===== src/sv/tile_row_copy_run_generator_unit_macros.svh =====
// Assertion macros for the tile row copy run generator.
`ifndef TILE_ROW_COPY_RUN_GENERATOR_UNIT_MACROS_SVH
`define TILE_ROW_COPY_RUN_GENERATOR_UNIT_MACROS_SVH
`ifndef SYNTHESIS
// same-cycle implication
`define TRCG_ASSERT_IMP(label, clk, rst_n, ante, cons) \
  label: assert property (@(posedge clk) disable iff (!rst_n) (ante) |-> (cons)) \
    else $error("trcg: same-cycle check failed");
// next-cycle implication
`define TRCG_ASSERT_NXT(label, clk, rst_n, ante, cons) \
  label: assert property (@(posedge clk) disable iff (!rst_n) (ante) |=> (cons)) \
    else $error("trcg: next-cycle check failed");
`else
`define TRCG_ASSERT_IMP(label, clk, rst_n, ante, cons)
`define TRCG_ASSERT_NXT(label, clk, rst_n, ante, cons)
`endif
`endif


===== src/sv/trcg_pkg.sv =====
// Shared types and constants of the tile row copy run generator.
package trcg_pkg;

  // field widths
  localparam int CFG_W = 15;
  localparam int IDX_W = 10;
  localparam int PG_W  = 7;
  localparam int ROW_W = 8;
  localparam int SRC_W = 28;
  localparam int DST_W = 24;
  localparam int LEN_W = 8;
  // clamped level size; the front end keeps it within MAX_LEVEL_SIZE
  localparam int LVL_W = 17;

  localparam logic [CFG_W-1:0] LEVEL_RESET = CFG_W'(128);

  // register indexes (byte address bit 2)
  localparam logic [0:0] REG_LEVEL_WIDTH  = 1'b0;
  localparam logic [0:0] REG_LEVEL_HEIGHT = 1'b1;

  localparam int MAX_RUNS = 3;

  // front/back queue
  localparam int QDEPTH = 2;
  localparam int QPTR_W = 1;
  localparam int QCNT_W = 2;

  // one classified row, ready for run emission
  typedef struct packed {
    logic [SRC_W-1:0] src_base;
    logic [DST_W-1:0] dst_row;
    logic [LVL_W-1:0] level_w;
    logic [LVL_W-1:0] sx0;
  } trcg_entry_t;

  typedef struct packed {
    logic valid;
    logic full;
  } trcg_qstat_t;

endpackage


===== src/sv/trcg_front.sv =====
// Front end: accepts a row beat, wraps coordinates, splits the tile slot, builds the entry.
module trcg_front import trcg_pkg::*; #(
  parameter int PAGE_SIZE      = 128,
  parameter int PAGE_BORDER    = 4,
  parameter int TILE_SIZE      = 136,
  parameter int TILES_PER_SIDE = 30,
  parameter int ATLAS_SIZE     = 4096,
  parameter int MAX_LEVEL_SIZE = 16384
) (
  input  logic              clk,
  input  logic              rst_n,
  input  logic              start,
  output logic              busy,
  input  logic [IDX_W-1:0]  in_tile_index,
  input  logic [PG_W-1:0]   in_page_x,
  input  logic [PG_W-1:0]   in_page_y,
  input  logic [ROW_W-1:0]  in_tile_row,
  input  logic [CFG_W-1:0]  level_width,
  input  logic [CFG_W-1:0]  level_height,
  input  trcg_qstat_t       q_stat,
  output logic              q_push,
  output trcg_entry_t       q_entry
);

  // nonnegative source coordinate bound and divider depth
  localparam int VMAX = 128 * PAGE_SIZE + TILE_SIZE;
  localparam int VW   = $clog2(VMAX);
  localparam int NS   = VW;
  localparam int TYW  = $clog2(TILES_PER_SIDE + 1);
  localparam int RIW  = $clog2(TILES_PER_SIDE * TILE_SIZE + 1);
  localparam int PW   = RIW + $clog2(ATLAS_SIZE + 1) + 1;
  // tile slot row by reciprocal multiply, exact for any 10-bit index
  localparam int RSH   = 20;
  localparam int RCW   = RSH + 1;
  localparam int RECIP = (2**RSH + TILES_PER_SIDE - 1) / TILES_PER_SIDE;

  typedef struct packed {
    logic [LVL_W-1:0] w;
    logic [LVL_W-1:0] h;
    logic [ROW_W-1:0] row;
    logic             negx;
    logic             negy;
    logic [LVL_W-1:0] sxl;
    logic [LVL_W-1:0] syl;
    logic [LVL_W-1:0] rx;
    logic [LVL_W-1:0] ry;
    logic [NS-1:0]    dx;
    logic [NS-1:0]    dy;
    logic [IDX_W-1:0] tidx;
    logic [TYW-1:0]   ty;
  } dstage_t;

  typedef struct packed {
    logic [LVL_W-1:0] sx0;
    logic [LVL_W-1:0] sy;
    logic [LVL_W-1:0] w;
    logic [RIW-1:0]   row_idx;
    logic [RIW-1:0]   tcol;
  } post_t;

  // one restoring division step on both coordinate lanes
  function automatic dstage_t div_step(dstage_t s);
    dstage_t          o;
    logic [LVL_W:0]   r2x;
    logic [LVL_W:0]   r2y;
    o   = s;
    r2x = {s.rx, s.dx[NS-1]};
    r2y = {s.ry, s.dy[NS-1]};
    o.rx = (r2x >= {1'b0, s.w}) ? LVL_W'(r2x - {1'b0, s.w}) : r2x[LVL_W-1:0];
    o.ry = (r2y >= {1'b0, s.h}) ? LVL_W'(r2y - {1'b0, s.h}) : r2y[LVL_W-1:0];
    o.dx = s.dx << 1;
    o.dy = s.dy << 1;
    return o;
  endfunction

  dstage_t          st_r  [0:NS];
  logic             vld_r [0:NS];
  dstage_t          st_nxt[0:NS];
  post_t            p0_r;
  post_t            p0_nxt;
  logic             p0_vld_r;
  trcg_entry_t      p1_r;
  trcg_entry_t      p1_nxt;
  logic             p1_vld_r;
  logic             adv;
  logic             in_ok;
  logic [LVL_W-1:0] w_raw;
  logic [LVL_W-1:0] h_raw;
  logic [LVL_W-1:0] w_cl;
  logic [LVL_W-1:0] h_cl;
  logic [VW:0]      vx;
  logic [VW:0]      vy;
  logic [IDX_W+RCW-1:0] tprod;
  logic [IDX_W-1:0] tslot_x;
  logic [2*LVL_W-1:0] prod;
  logic [PW-1:0]    dst_full;

  // whole pipe holds while the last stage waits on a full queue
  assign adv    = !(p1_vld_r && q_stat.full);
  assign busy   = !adv;
  assign q_push = p1_vld_r && !q_stat.full;
  assign q_entry = p1_r;

  // slots beyond the atlas and rows beyond the tile produce nothing
  assign in_ok = (32'(in_tile_index) < TILES_PER_SIDE * TILES_PER_SIDE) &&
                 (32'(in_tile_row) < TILE_SIZE);

  // level size clamp
  always_comb begin
    w_raw = LVL_W'(level_width);
    h_raw = LVL_W'(level_height);
    if (w_raw < LVL_W'(PAGE_SIZE)) begin
      w_cl = LVL_W'(PAGE_SIZE);
    end else if (w_raw > LVL_W'(MAX_LEVEL_SIZE)) begin
      w_cl = LVL_W'(MAX_LEVEL_SIZE);
    end else begin
      w_cl = w_raw;
    end
    if (h_raw < LVL_W'(PAGE_SIZE)) begin
      h_cl = LVL_W'(PAGE_SIZE);
    end else if (h_raw > LVL_W'(MAX_LEVEL_SIZE)) begin
      h_cl = LVL_W'(MAX_LEVEL_SIZE);
    end else begin
      h_cl = h_raw;
    end
  end

  // stage 0: page origin minus border (plus tile row on y), sign split, tile slot row
  always_comb begin
    vx = (VW+1)'(in_page_x) * (VW+1)'(PAGE_SIZE) - (VW+1)'(PAGE_BORDER);
    vy = (VW+1)'(in_page_y) * (VW+1)'(PAGE_SIZE) - (VW+1)'(PAGE_BORDER)
         + (VW+1)'(in_tile_row);
    tprod = (IDX_W+RCW)'(in_tile_index) * (IDX_W+RCW)'(RECIP);
    st_nxt[0].w    = w_cl;
    st_nxt[0].h    = h_cl;
    st_nxt[0].row  = in_tile_row;
    st_nxt[0].negx = vx[VW];
    st_nxt[0].negy = vy[VW];
    st_nxt[0].sxl  = LVL_W'({{LVL_W{vx[VW]}}, vx});
    st_nxt[0].syl  = LVL_W'({{LVL_W{vy[VW]}}, vy});
    st_nxt[0].rx   = '0;
    st_nxt[0].ry   = '0;
    st_nxt[0].dx   = vx[VW] ? '0 : NS'(vx[VW-1:0]);
    st_nxt[0].dy   = vy[VW] ? '0 : NS'(vy[VW-1:0]);
    st_nxt[0].tidx = in_tile_index;
    st_nxt[0].ty   = TYW'(tprod >> RSH);
    for (int k = 1; k <= NS; k++) begin
      st_nxt[k] = div_step(st_r[k-1]);
    end
  end

  // post 0: negative coordinates wrap by one extent; tile slot row and column
  always_comb begin
    tslot_x = st_r[NS].tidx - IDX_W'(st_r[NS].ty) * IDX_W'(TILES_PER_SIDE);
    p0_nxt.sx0 = st_r[NS].negx ? LVL_W'(st_r[NS].w + st_r[NS].sxl) : st_r[NS].rx;
    p0_nxt.sy  = st_r[NS].negy ? LVL_W'(st_r[NS].h + st_r[NS].syl) : st_r[NS].ry;
    p0_nxt.w   = st_r[NS].w;
    p0_nxt.row_idx = RIW'(st_r[NS].ty) * RIW'(TILE_SIZE)
                     + RIW'(st_r[NS].row);
    p0_nxt.tcol    = RIW'(tslot_x) * RIW'(TILE_SIZE);
  end

  // post 1: source row base and atlas row offset
  always_comb begin
    prod     = (2*LVL_W)'(p0_r.sy) * (2*LVL_W)'(p0_r.w);
    dst_full = PW'(p0_r.row_idx) * PW'(ATLAS_SIZE) + PW'(p0_r.tcol);
    p1_nxt.src_base = SRC_W'(prod);
    p1_nxt.dst_row  = DST_W'(dst_full);
    p1_nxt.level_w  = p0_r.w;
    p1_nxt.sx0      = p0_r.sx0;
  end

  // pipeline registers
  always_ff @(posedge clk) begin
    if (!rst_n) begin
      for (int k = 0; k <= NS; k++) begin
        vld_r[k] <= 1'b0;
      end
      p0_vld_r <= 1'b0;
      p1_vld_r <= 1'b0;
    end else if (adv) begin
      vld_r[0] <= start && in_ok;
      st_r[0]  <= st_nxt[0];
      for (int k = 1; k <= NS; k++) begin
        vld_r[k] <= vld_r[k-1];
        st_r[k]  <= st_nxt[k];
      end
      p0_vld_r <= vld_r[NS];
      p0_r     <= p0_nxt;
      p1_vld_r <= p0_vld_r;
      p1_r     <= p1_nxt;
    end
  end

endmodule


===== src/sv/trcg_queue.sv =====
// Short queue of classified rows between front and back.
module trcg_queue import trcg_pkg::*; (
  input  logic        clk,
  input  logic        rst_n,
  input  logic        push,
  input  trcg_entry_t push_entry,
  input  logic        pop,
  output trcg_qstat_t stat,
  output trcg_entry_t head
);

  trcg_entry_t       mem_r [0:QDEPTH-1];
  logic [QPTR_W-1:0] wr_ptr_r;
  logic [QPTR_W-1:0] rd_ptr_r;
  logic [QCNT_W-1:0] count_r;
  logic              do_push;
  logic              do_pop;

  assign stat.valid = (count_r != '0);
  assign stat.full  = (count_r == QCNT_W'(QDEPTH));
  assign head       = mem_r[rd_ptr_r];
  assign do_push    = push && !stat.full;
  assign do_pop     = pop && stat.valid;

  // storage
  always_ff @(posedge clk) begin
    if (do_push) begin
      mem_r[wr_ptr_r] <= push_entry;
    end
  end

  // pointers and fill count
  always_ff @(posedge clk) begin
    if (!rst_n) begin
      wr_ptr_r <= '0;
      rd_ptr_r <= '0;
      count_r  <= '0;
    end else begin
      if (do_push) begin
        wr_ptr_r <= wr_ptr_r + 1'b1;
      end
      if (do_pop) begin
        rd_ptr_r <= rd_ptr_r + 1'b1;
      end
      if (do_push && !do_pop) begin
        count_r <= count_r + 1'b1;
      end else if (do_pop && !do_push) begin
        count_r <= count_r - 1'b1;
      end
    end
  end

endmodule


===== src/sv/trcg_back.sv =====
// Back end: walks one queued row and emits one run beat per cycle.
module trcg_back import trcg_pkg::*; #(
  parameter int TILE_SIZE = 136
) (
  input  logic             clk,
  input  logic             rst_n,
  input  trcg_qstat_t      q_stat,
  input  trcg_entry_t      q_head,
  output logic             q_pop,
  output logic             out_strobe,
  output logic [SRC_W-1:0] out_src_texel_offset,
  output logic [DST_W-1:0] out_dst_texel_offset,
  output logic [LEN_W-1:0] out_run_length,
  output logic             out_last_run
);

  localparam int XW = $clog2(TILE_SIZE + 1);

  logic             active_r;
  trcg_entry_t      ent_r;
  logic [XW-1:0]    x_r;
  logic [LVL_W-1:0] sx_r;
  logic [1:0]       n_r;
  logic             strobe_r;
  logic [SRC_W-1:0] src_r;
  logic [DST_W-1:0] dst_r;
  logic [LEN_W-1:0] len_r;
  logic             last_r;

  logic [XW-1:0]    left;
  logic [LVL_W-1:0] room;
  logic [XW-1:0]    run;
  logic [XW:0]      xsum;
  logic             last;

  // run length: rest of the tile row or up to the wrap point
  always_comb begin
    left = XW'(TILE_SIZE) - x_r;
    room = ent_r.level_w - sx_r;
    run  = (LVL_W'(left) < room) ? left : room[XW-1:0];
    xsum = (XW+1)'(x_r) + (XW+1)'(run);
    last = (xsum >= (XW+1)'(TILE_SIZE)) || (n_r == 2'(MAX_RUNS - 1));
  end

  assign q_pop = q_stat.valid && (!active_r || last);

  // row walker and output register
  always_ff @(posedge clk) begin
    if (!rst_n) begin
      active_r <= 1'b0;
      strobe_r <= 1'b0;
    end else begin
      strobe_r <= active_r;
      if (q_pop) begin
        active_r <= 1'b1;
        ent_r    <= q_head;
        x_r      <= '0;
        sx_r     <= q_head.sx0;
        n_r      <= '0;
      end else if (active_r && last) begin
        active_r <= 1'b0;
      end else if (active_r) begin
        x_r  <= xsum[XW-1:0];
        sx_r <= '0;
        n_r  <= n_r + 1'b1;
      end
    end
  end

  // payload of the run beat
  always_ff @(posedge clk) begin
    src_r  <= ent_r.src_base + SRC_W'(sx_r);
    dst_r  <= ent_r.dst_row + DST_W'(x_r);
    len_r  <= LEN_W'(run);
    last_r <= last;
  end

  assign out_strobe           = strobe_r;
  assign out_src_texel_offset = src_r;
  assign out_dst_texel_offset = dst_r;
  assign out_run_length       = len_r;
  assign out_last_run         = last_r;

endmodule


===== src/sv/tile_row_copy_run_generator_unit.sv =====
// Top level of the tile row copy run generator: register port, front, queue, back.
// A row beat is taken whenever start is high and busy is low; with the default
// parameters it passes one divider stage per bit of the 15-bit source coordinate,
// two address stages, the queue, the row load into the run emitter and the
// output register before its first run beat is on out_*.
// The run emitter then produces one run beat per cycle, one to three per row,
// and that emitter sets the sustained rate: three run beats per row when rows
// wrap twice, one when they do not wrap. Rows with a tile slot or tile row out
// of range are dropped and produce no run beat. Run beats appear on out_* for
// exactly one cycle with out_strobe high and cannot be held off; busy rises only
// while the two-entry queue is full and a finished row waits.
`include "tile_row_copy_run_generator_unit_macros.svh"
module tile_row_copy_run_generator_unit import trcg_pkg::*; #(
  parameter int PAGE_SIZE      = 128,
  parameter int PAGE_BORDER    = 4,
  parameter int TILE_SIZE      = 136,
  parameter int TILES_PER_SIDE = 30,
  parameter int ATLAS_SIZE     = 4096,
  parameter int MAX_LEVEL_SIZE = 16384
) (
  input  logic             clk,
  input  logic             rst_n,
  // register port
  input  logic             psel,
  input  logic             penable,
  input  logic             pwrite,
  input  logic [2:0]       paddr,
  input  logic [31:0]      pwdata,
  output logic [31:0]      prdata,
  output logic             pready,
  // row beats
  input  logic             start,
  output logic             busy,
  input  logic [IDX_W-1:0] in_tile_index,
  input  logic [PG_W-1:0]  in_page_x,
  input  logic [PG_W-1:0]  in_page_y,
  input  logic [ROW_W-1:0] in_tile_row,
  // run beats
  output logic             out_strobe,
  output logic [SRC_W-1:0] out_src_texel_offset,
  output logic [DST_W-1:0] out_dst_texel_offset,
  output logic [LEN_W-1:0] out_run_length,
  output logic             out_last_run
);

  logic [CFG_W-1:0] level_width_r;
  logic [CFG_W-1:0] level_height_r;
  logic             cfg_we;
  logic             q_push;
  logic             q_pop;
  trcg_entry_t      q_in;
  trcg_entry_t      q_head;
  trcg_qstat_t      q_stat;

  // register writes and reads
  assign pready = 1'b1;
  assign cfg_we = psel && penable && pwrite && pready;

  always_ff @(posedge clk) begin
    if (!rst_n) begin
      level_width_r  <= LEVEL_RESET;
      level_height_r <= LEVEL_RESET;
    end else if (cfg_we) begin
      case (paddr[2])
        REG_LEVEL_WIDTH:  level_width_r  <= pwdata[CFG_W-1:0];
        REG_LEVEL_HEIGHT: level_height_r <= pwdata[CFG_W-1:0];
        default: ;
      endcase
    end
  end

  always_comb begin
    case (paddr[2])
      REG_LEVEL_WIDTH:  prdata = 32'(level_width_r);
      REG_LEVEL_HEIGHT: prdata = 32'(level_height_r);
      default:          prdata = '0;
    endcase
  end

  trcg_front #(
    .PAGE_SIZE      (PAGE_SIZE),
    .PAGE_BORDER    (PAGE_BORDER),
    .TILE_SIZE      (TILE_SIZE),
    .TILES_PER_SIDE (TILES_PER_SIDE),
    .ATLAS_SIZE     (ATLAS_SIZE),
    .MAX_LEVEL_SIZE (MAX_LEVEL_SIZE)
  ) u_front (
    .clk           (clk),
    .rst_n         (rst_n),
    .start         (start),
    .busy          (busy),
    .in_tile_index (in_tile_index),
    .in_page_x     (in_page_x),
    .in_page_y     (in_page_y),
    .in_tile_row   (in_tile_row),
    .level_width   (level_width_r),
    .level_height  (level_height_r),
    .q_stat        (q_stat),
    .q_push        (q_push),
    .q_entry       (q_in)
  );

  trcg_queue u_queue (
    .clk        (clk),
    .rst_n      (rst_n),
    .push       (q_push),
    .push_entry (q_in),
    .pop        (q_pop),
    .stat       (q_stat),
    .head       (q_head)
  );

  trcg_back #(
    .TILE_SIZE (TILE_SIZE)
  ) u_back (
    .clk                  (clk),
    .rst_n                (rst_n),
    .q_stat               (q_stat),
    .q_head               (q_head),
    .q_pop                (q_pop),
    .out_strobe           (out_strobe),
    .out_src_texel_offset (out_src_texel_offset),
    .out_dst_texel_offset (out_dst_texel_offset),
    .out_run_length       (out_run_length),
    .out_last_run         (out_last_run)
  );

  // front stalls only behind a full queue
  `TRCG_ASSERT_IMP(a_busy_needs_full, clk, rst_n, busy, q_stat.full)
  // runs of one row leave back to back
  `TRCG_ASSERT_NXT(a_runs_contiguous, clk, rst_n, out_strobe && !out_last_run, out_strobe)
  // back never takes from an empty queue
  `TRCG_ASSERT_IMP(a_pop_nonempty, clk, rst_n, q_pop, q_stat.valid)

endmodule

===== config.mk =====
export PLATFORM = sky130hd
export DESIGN_NAME = tile_row_copy_run_generator_unit
export DESIGN_NICKNAME = d
export VERILOG_FILES = /design/src/sv/trcg_pkg.sv /design/src/sv/trcg_front.sv /design/src/sv/trcg_queue.sv /design/src/sv/trcg_back.sv /design/src/sv/tile_row_copy_run_generator_unit.sv
export VERILOG_INCLUDE_DIRS = /design/src /design/src/sv
export SDC_FILE = /design/constraint.sdc
export NUM_CORES = 2
export LEC_CHECK = 0
export BUFFER_PORTS_ARGS = -buffer_cell sky130_fd_sc_hd__buf_2
export CAP_MARGIN = 40
export CORE_MARGIN = 10
export CORE_UTILIZATION = 48
export CTS_BUF_LIST = sky130_fd_sc_hd__clkbuf_8
export DETAILED_ROUTE_END_ITERATION = 8
export HOLD_SLACK_MARGIN = 0.06
export PLACE_DENSITY = 0.66
export REMOVE_ABC_BUFFERS = 1
export SLEW_MARGIN = 10
export SYNTH_ARGS = -nofsm -noshare
export SYNTH_HDL_FRONTEND = slang
export SYNTH_SLANG_ARGS = --single-unit

===== constraint.sdc =====
create_clock -name clk -period 163.4 [get_ports clk]
set_input_delay 40.85 -clock clk [delete_from_list [all_inputs] [get_ports clk]]
set_output_delay 40.85 -clock clk [all_outputs]
set_load 0.005 [all_outputs]

# Yosys cells after proc, flatten, opt, wreduce, memory -nomap -nowiden
# Memories as Yosys holds them, arrays and structs flattened. A register that Yosys moved wholly into a read port is not among the register bits.
# Cells that the tools add are included.
totals:
  output_inout_bits: 96
  inputBits: 73
  ram_bits: 2700
  regBits: 352
  mem_count: 3
  elab_cells: 246
op_classes:
  bitwise: 18
  n_mux: 75
  reduce_logical: 29
  n_lt_le_gt_ge: 38
  mul: 5
  eq_ne: 3
  n_addsub: 48
memory_table:
  columns: ["memory", "depth", "width", "read_ports", "rd_ports_with_merged_regs", "write_ports", "line_no", "rtl"]
  rows:
  - ["u_front.st_r", 16, 157, 16, 0, 16, "trcg_front.sv:76", "dstage_t st_r [0:NS];"]
  - ["u_queue.mem_r", 2, 86, 1, 1, 1, "trcg_queue.sv:12", "trcg_entry_t mem_r [0:QDEPTH-1];"]
  - ["u_front.vld_r", 16, 1, 16, 1, 16, "trcg_front.sv:77", "logic vld_r [0:NS];"]
ops:
  columns: ["operator", "n"]
  rows:
  - ["$mux W17", 35]
  - ["$ge A18 B17 Y1", 30]
  - ["$sub A17 B17 Y17", 31]
  - ["$mux W15", 6]
  - ["$pmux W32 S2", 1]
  - ["$add A17 B17 Y17", 2]
  - ["$gt A15 B15 Y1 const B", 2]
  - ["$lt A15 B8 Y1 const B", 2]
  - ["$sub A14 B3 Y15 const B", 2]
  - ["$add A28 B17 Y28", 1]
  - ["$mul A17 B17 Y28", 1]
  - ["$mux W1", 26]
  - ["$mul A10 B16 Y25 const B", 1]
  - ["$add A24 B12 Y24", 1]
  - ["$add A24 B8 Y24", 1]
  - ["$mux W8", 3]
  - ["$lt A8 B17 Y1", 1]
  - ["$add A16 B8 Y16", 1]
  - ["$or A1 B1 Y1", 16]
  - ["$add A12 B8 Y12", 1]
  - ["$logic_and A1 B1 Y1", 12]
  - ["$lt A10 B10 Y1 const B", 1]
  - ["$mul A10 B5 Y9 const B", 1]
  - ["$sub A10 B10 Y10", 1]
  - ["18 further kinds", 37]

# Longest topological paths before layout
depth:
  ltp_word: 12
  ltp_mapped: 28
  ltp_nobuf: 28

# Hierarchy
# From an unflattened synthesis, not the netlist that was laid out.
hier_totals:
  cells_unflattened: 8789
  area_unflattened_um2: 116441.7
modules_own_cells:
  columns: ["module", "seq_area_each_um2", "cells_per_inst", "instances", "area_per_inst_um2"]
  rows:
  - ["trcg_front", 61238.7, 7696, 1, 100655.3]
  - ["trcg_back", 4144.0, 648, 1, 7639.8]
  - ["trcg_queue", 5265.0, 293, 1, 6646.4]
  - ["tile_row_copy_run_generator_unit", 600.6, 152, 1, 1500.2]

# Worst setup path before layout
# No wires, ideal clock.
synth_path:
  path_type: "input port to flip-flop"
  startpoint: "input port rst_n"
  endpoint: "register u_front.p0_r[10] (netlist bit), enable pin"
  slack_ps: 74402
  cell_stages: 2
  t_arrival_ps: 86328
  setup_time_ps: 2670
  n_path_buf: 1
  required_ps: 160730
  cell_sequence: "clkbuf_1 > and2_1"
synth_between:
  elab_chain_len: 1
synth_rtl:
  columns: ["item", "line_no", "rtl"]
  rows:
  - ["from (decl)", "tile_row_copy_run_generator_unit.sv:22", "input logic rst_n,"]
  - ["$reduce_and A2 Y1 (no source line)", null, null]
  - ["to (signal assigned)", "trcg_front.sv:189", "p0_r <= p0_nxt;"]
  - ["to (decl)", "trcg_front.sv:79", "post_t p0_r;"]
# Every way passes these cells.
# A chain may end at the register's enable or synchronous reset.

# Final worst setup path
layout_path:
  startpoint: "input port paddr[2]"
  endpoint: "output port prdata[7]"
layout_between:
  elab_chain_len: 2
layout_rtl:
  columns: ["item", "line_no", "rtl"]
  rows:
  - ["from (decl)", "tile_row_copy_run_generator_unit.sv:27", "input logic [2:0] paddr,"]
  - ["$not A1 Y1 (no source line)", null, null]
  - ["$pmux W32 S2 *", "tile_row_copy_run_generator_unit.sv:73", "case (paddr[2])"]
  - ["to (decl)", "tile_row_copy_run_generator_unit.sv:29", "output logic [31:0] prdata,"]
# Mark *: on every way between the ends. The rest lies on a longest branch, timed or not. The select of a mux whose other input is x is not followed.

==> metrics <==
status=completed; Slew Limit Fails=0; Seq/Total Area, Yosys=0.616; unrepaired setup endpoints after global routing=false; Synth async-reset ratio=0; Vias/cell=5.19; crit path cell chain=buf_2 > mux2_2 > buf_2; slowest CP cell=mux2_2; detailed-route via count=65467; hold slack=0.361 ns; root buf cell=clkbuf_8; Final Critical Period=82.59 ns; Sink Count=2394; sequential standard cell area=70800 um2; share of layout cells above drive strength 1=0.107; setup slack at placement=80.82 ns; Leakage=50.3 nW; Distinct cells, synth=89; CTS tree=built; commonest cells in the netlist=edfxtp_1, inv_1, ha_1; setup violators final=0; post-route clock period utilization=0.505; CP endpoint kind=output pin; crit-path leading delay family=buffers and inverters; Fmax=12.1 MHz; Post-route DRC=0; global route overflow=0; die area=260000 um2; Worst setup SP type=input port; pwr dens=18.7 nW/um2; vias in the first global route=68011; Worst Skew=0.105 ns; # H-tree levels=5; Post-Route WL=201000 um; clk_lat worst skew=1.04 ns; CTS Buf Count=401; Pre-antenna DRT Iters=5; cell taking the most area after synthesis=edfxtp_1; worst path bufs/invs=2; Post-CTS Setup Bufs=0; Reg2Reg Depth=25; flops & latches, synth=2394; Fillers=19523; CTS resizes=0; Area contributors post-synth=edfxtp_1, ha_1, fa_1; core area=238000 um2; final worst slack=80.81 ns; Initial Util=0.483; largest net degree at the start of global routing=204; count leader, synth=edfxtp_1; Max VDD drop=34.8 uV; PortBufs=131; Post-Syn Area=115000 um2; RR Startpoint=u_back.sx_r[1]; worst hold-check path type=reg -> reg; hold buffers post-CTS=0; # rows=179; worst-path maximum fanout=18; Syn Area/Cell=13.3 um2; ys flop type=edfxtp_1; max incr delay on CP=0.40 ns; WP depth=3; post-route insts no fill=12605; initial drt markers=3511; number of synthesized flops with an enable pin=2285; Area growth syn-to-layout=10.6%; placed instance count=11901; chip height=510 um; GPL Wtd Cong=0.891; Synth Instances=8666; Die W=510 um; Worst Path Arrival=41.74 ns; Syn. warnings=0; WHS Path Cells=0; GRT Total Usage=0.152; initial antenna violation count=10; Slew HR=0.232; crit path from=paddr[2]; crit path kind=in -> out; multi-input combinational cell area=40200 um2; Slew @ Worst Pin=1.15 ns; Critical Path RT=122.55 ns; Max Cap Violations=0; DP Wirelength=143000 um; hold_sp=u_front.st_r[1][790]; clock tree buffer depth=4; clock-pin slew on the worst setup and hold paths=0.06 ns; top-area cell type share of the netlist area=0.597; post-route ant nets=0; first-pass GRT wire length=330000 um; most repeated library cell on the critical path=buf_2; Setup TNS=0 ns; per-cell routed wire length=15.9 um; fin nets=10125; Final Hold Viols=0; IO Pins=169
==> power breakdown <==
part / switching [W] / internal [W]
combinational: 0.000560 / 0.000465
clock: 0.000224 / 0.000256
sequential: 0.0000475 / 0.000824
total: 0.000831 / 0.00155
==> state kept, by name, indices dropped and copies added (netlist names), 15 cells and up, named ones only <==
signal,cells
u_back.ent_r,64
u_queue.mem_r,162
u_front.st_r,1874
u_back.out_dst_texel_offset,24
level_height_r,15
u_front.q_entry,81
u_back.out_src_texel_offset,28
u_front.p0_r,70
level_width_r,15
u_back.sx_r,17
u_front.vld_r,16
==> logic make-up (layout without fill, tap and decap cells) <==
logic type | count (synthesis) | count (layout) | synth area share
AOI/OAI and AO/OA | 1528 | 1528 | 0.0846
other | 2 | 34 | 0.0000653
adders and majority gates | 914 | 914 | 0.115
muxes | 328 | 328 | 0.0316
buffers and inverters | 1083 | 1823 | 0.0361
DFF | 2394 | 2394 | 0.616
and+or+nand+nor | 1950 | 1950 | 0.0814
xor gates and xnor gates | 467 | 467 | 0.0356
==> metrics by stage <==
step	util	instance area (um2)	power, W
after global routing	0.534	127000	0.00257
after floorplan	-	114000	0.00172
final	0.534	127000	0.00238
after global placement	0.502	119000	0.00187
after detailed placement	0.504	120000	0.00190
after CTS	0.534	127000	0.00240
==> final timing paths <==
kind / endpoint / slack (ns)
worst min-delay path: u_front.st_r[1][947] / 0.36
worst max-delay path: prdata[7] / 80.81
worst min register to register: u_front.st_r[1][947] / 0.36
worst max register to register: u_back.ent_r[66] / 155.47
==> worst register-to-register path, cell delays in order, from the launching register on <==
cell and delay (ns):
edfxtp_1 0.55, inv_1 0.23, ha_1 0.34, nor2b_4 0.13, o31a_1 0.29, o21ai_0 0.20
nand2b_1 0.11, xnor2_1 0.24, ha_1 0.30, a21o_1 0.16, a2111oi_0 0.63, nand3b_1 0.21
a211oi_2 0.06, nand4_4 0.22, mux2i_1 0.33, ha_1 0.27, inv_1 0.07, fa_1 0.39
nand2b_1 0.20, a2111oi_0 0.39, a211oi_1 0.12, nand4b_1 0.18, a2111o_1 0.36, o21a_1 0.39
and2_2 0.69, buf_4 0.51
==> placed cells by master, fill, tap and decap left out, types with 32 or more instances in the layout <==
master | synthesis | final
or3_1 | 50 | 50
xnor2_1 | 281 | 281
nand3_1 | 82 | 82
o31a_1 | 46 | 46
mux2_2 | 255 | 255
inv_1 | 928 | 1062
mux2i_1 | 57 | 57
and2_1 | 162 | 160
clkinv_1 | 2 | 81
nor2_1 | 517 | 516
a211oi_1 | 46 | 46
fa_1 | 240 | 240
nor4_1 | 36 | 36
o21a_1 | 111 | 111
edfxtp_1 | 2285 | 2285
dfxtp_1 | 109 | 108
xor2_1 | 186 | 186
nand2_1 | 561 | 561
nor3_1 | 156 | 156
buf_2 | 12 | 133
a31oi_1 | 38 | 37
nand4_1 | 65 | 65
clkinv_2 | 0 | 43
clkbuf_8 | 0 | 412
nand2b_1 | 84 | 84
o21ai_0 | 319 | 319
a21boi_0 | 66 | 65
nor2b_1 | 108 | 108
buf_4 | 18 | 37
ha_1 | 674 | 674
a21o_1 | 107 | 107
a21oi_1 | 472 | 472
o211ai_1 | 40 | 40
o21bai_1 | 33 | 33
o31ai_1 | 42 | 42
and3_1 | 33 | 32
==> per-layer routing <==
metal | vias up | share of wire | GRT usage
li1 | 32352 | - | -
met1 | 31225 | 0.40 | 0.172
met2 | 1324 | 0.52 | 0.278
met3 | 560 | 0.042 | 0.0286
met4 | 6 | 0.039 | 0.0692
met5 | - | 0.00016 | 0
==> area by class of cell <==
cell class	instances	area share
sequential	2394	0.557
multi-input combinational	5213	0.316
clock buffer	412	0.0446
tap	3167	0.0312
inverter	930	0.0274
clock inverter	283	0.0124
timing repair buffer	198	0.0115
antenna	8	0.000157
(Power assumes the default switching activity.)
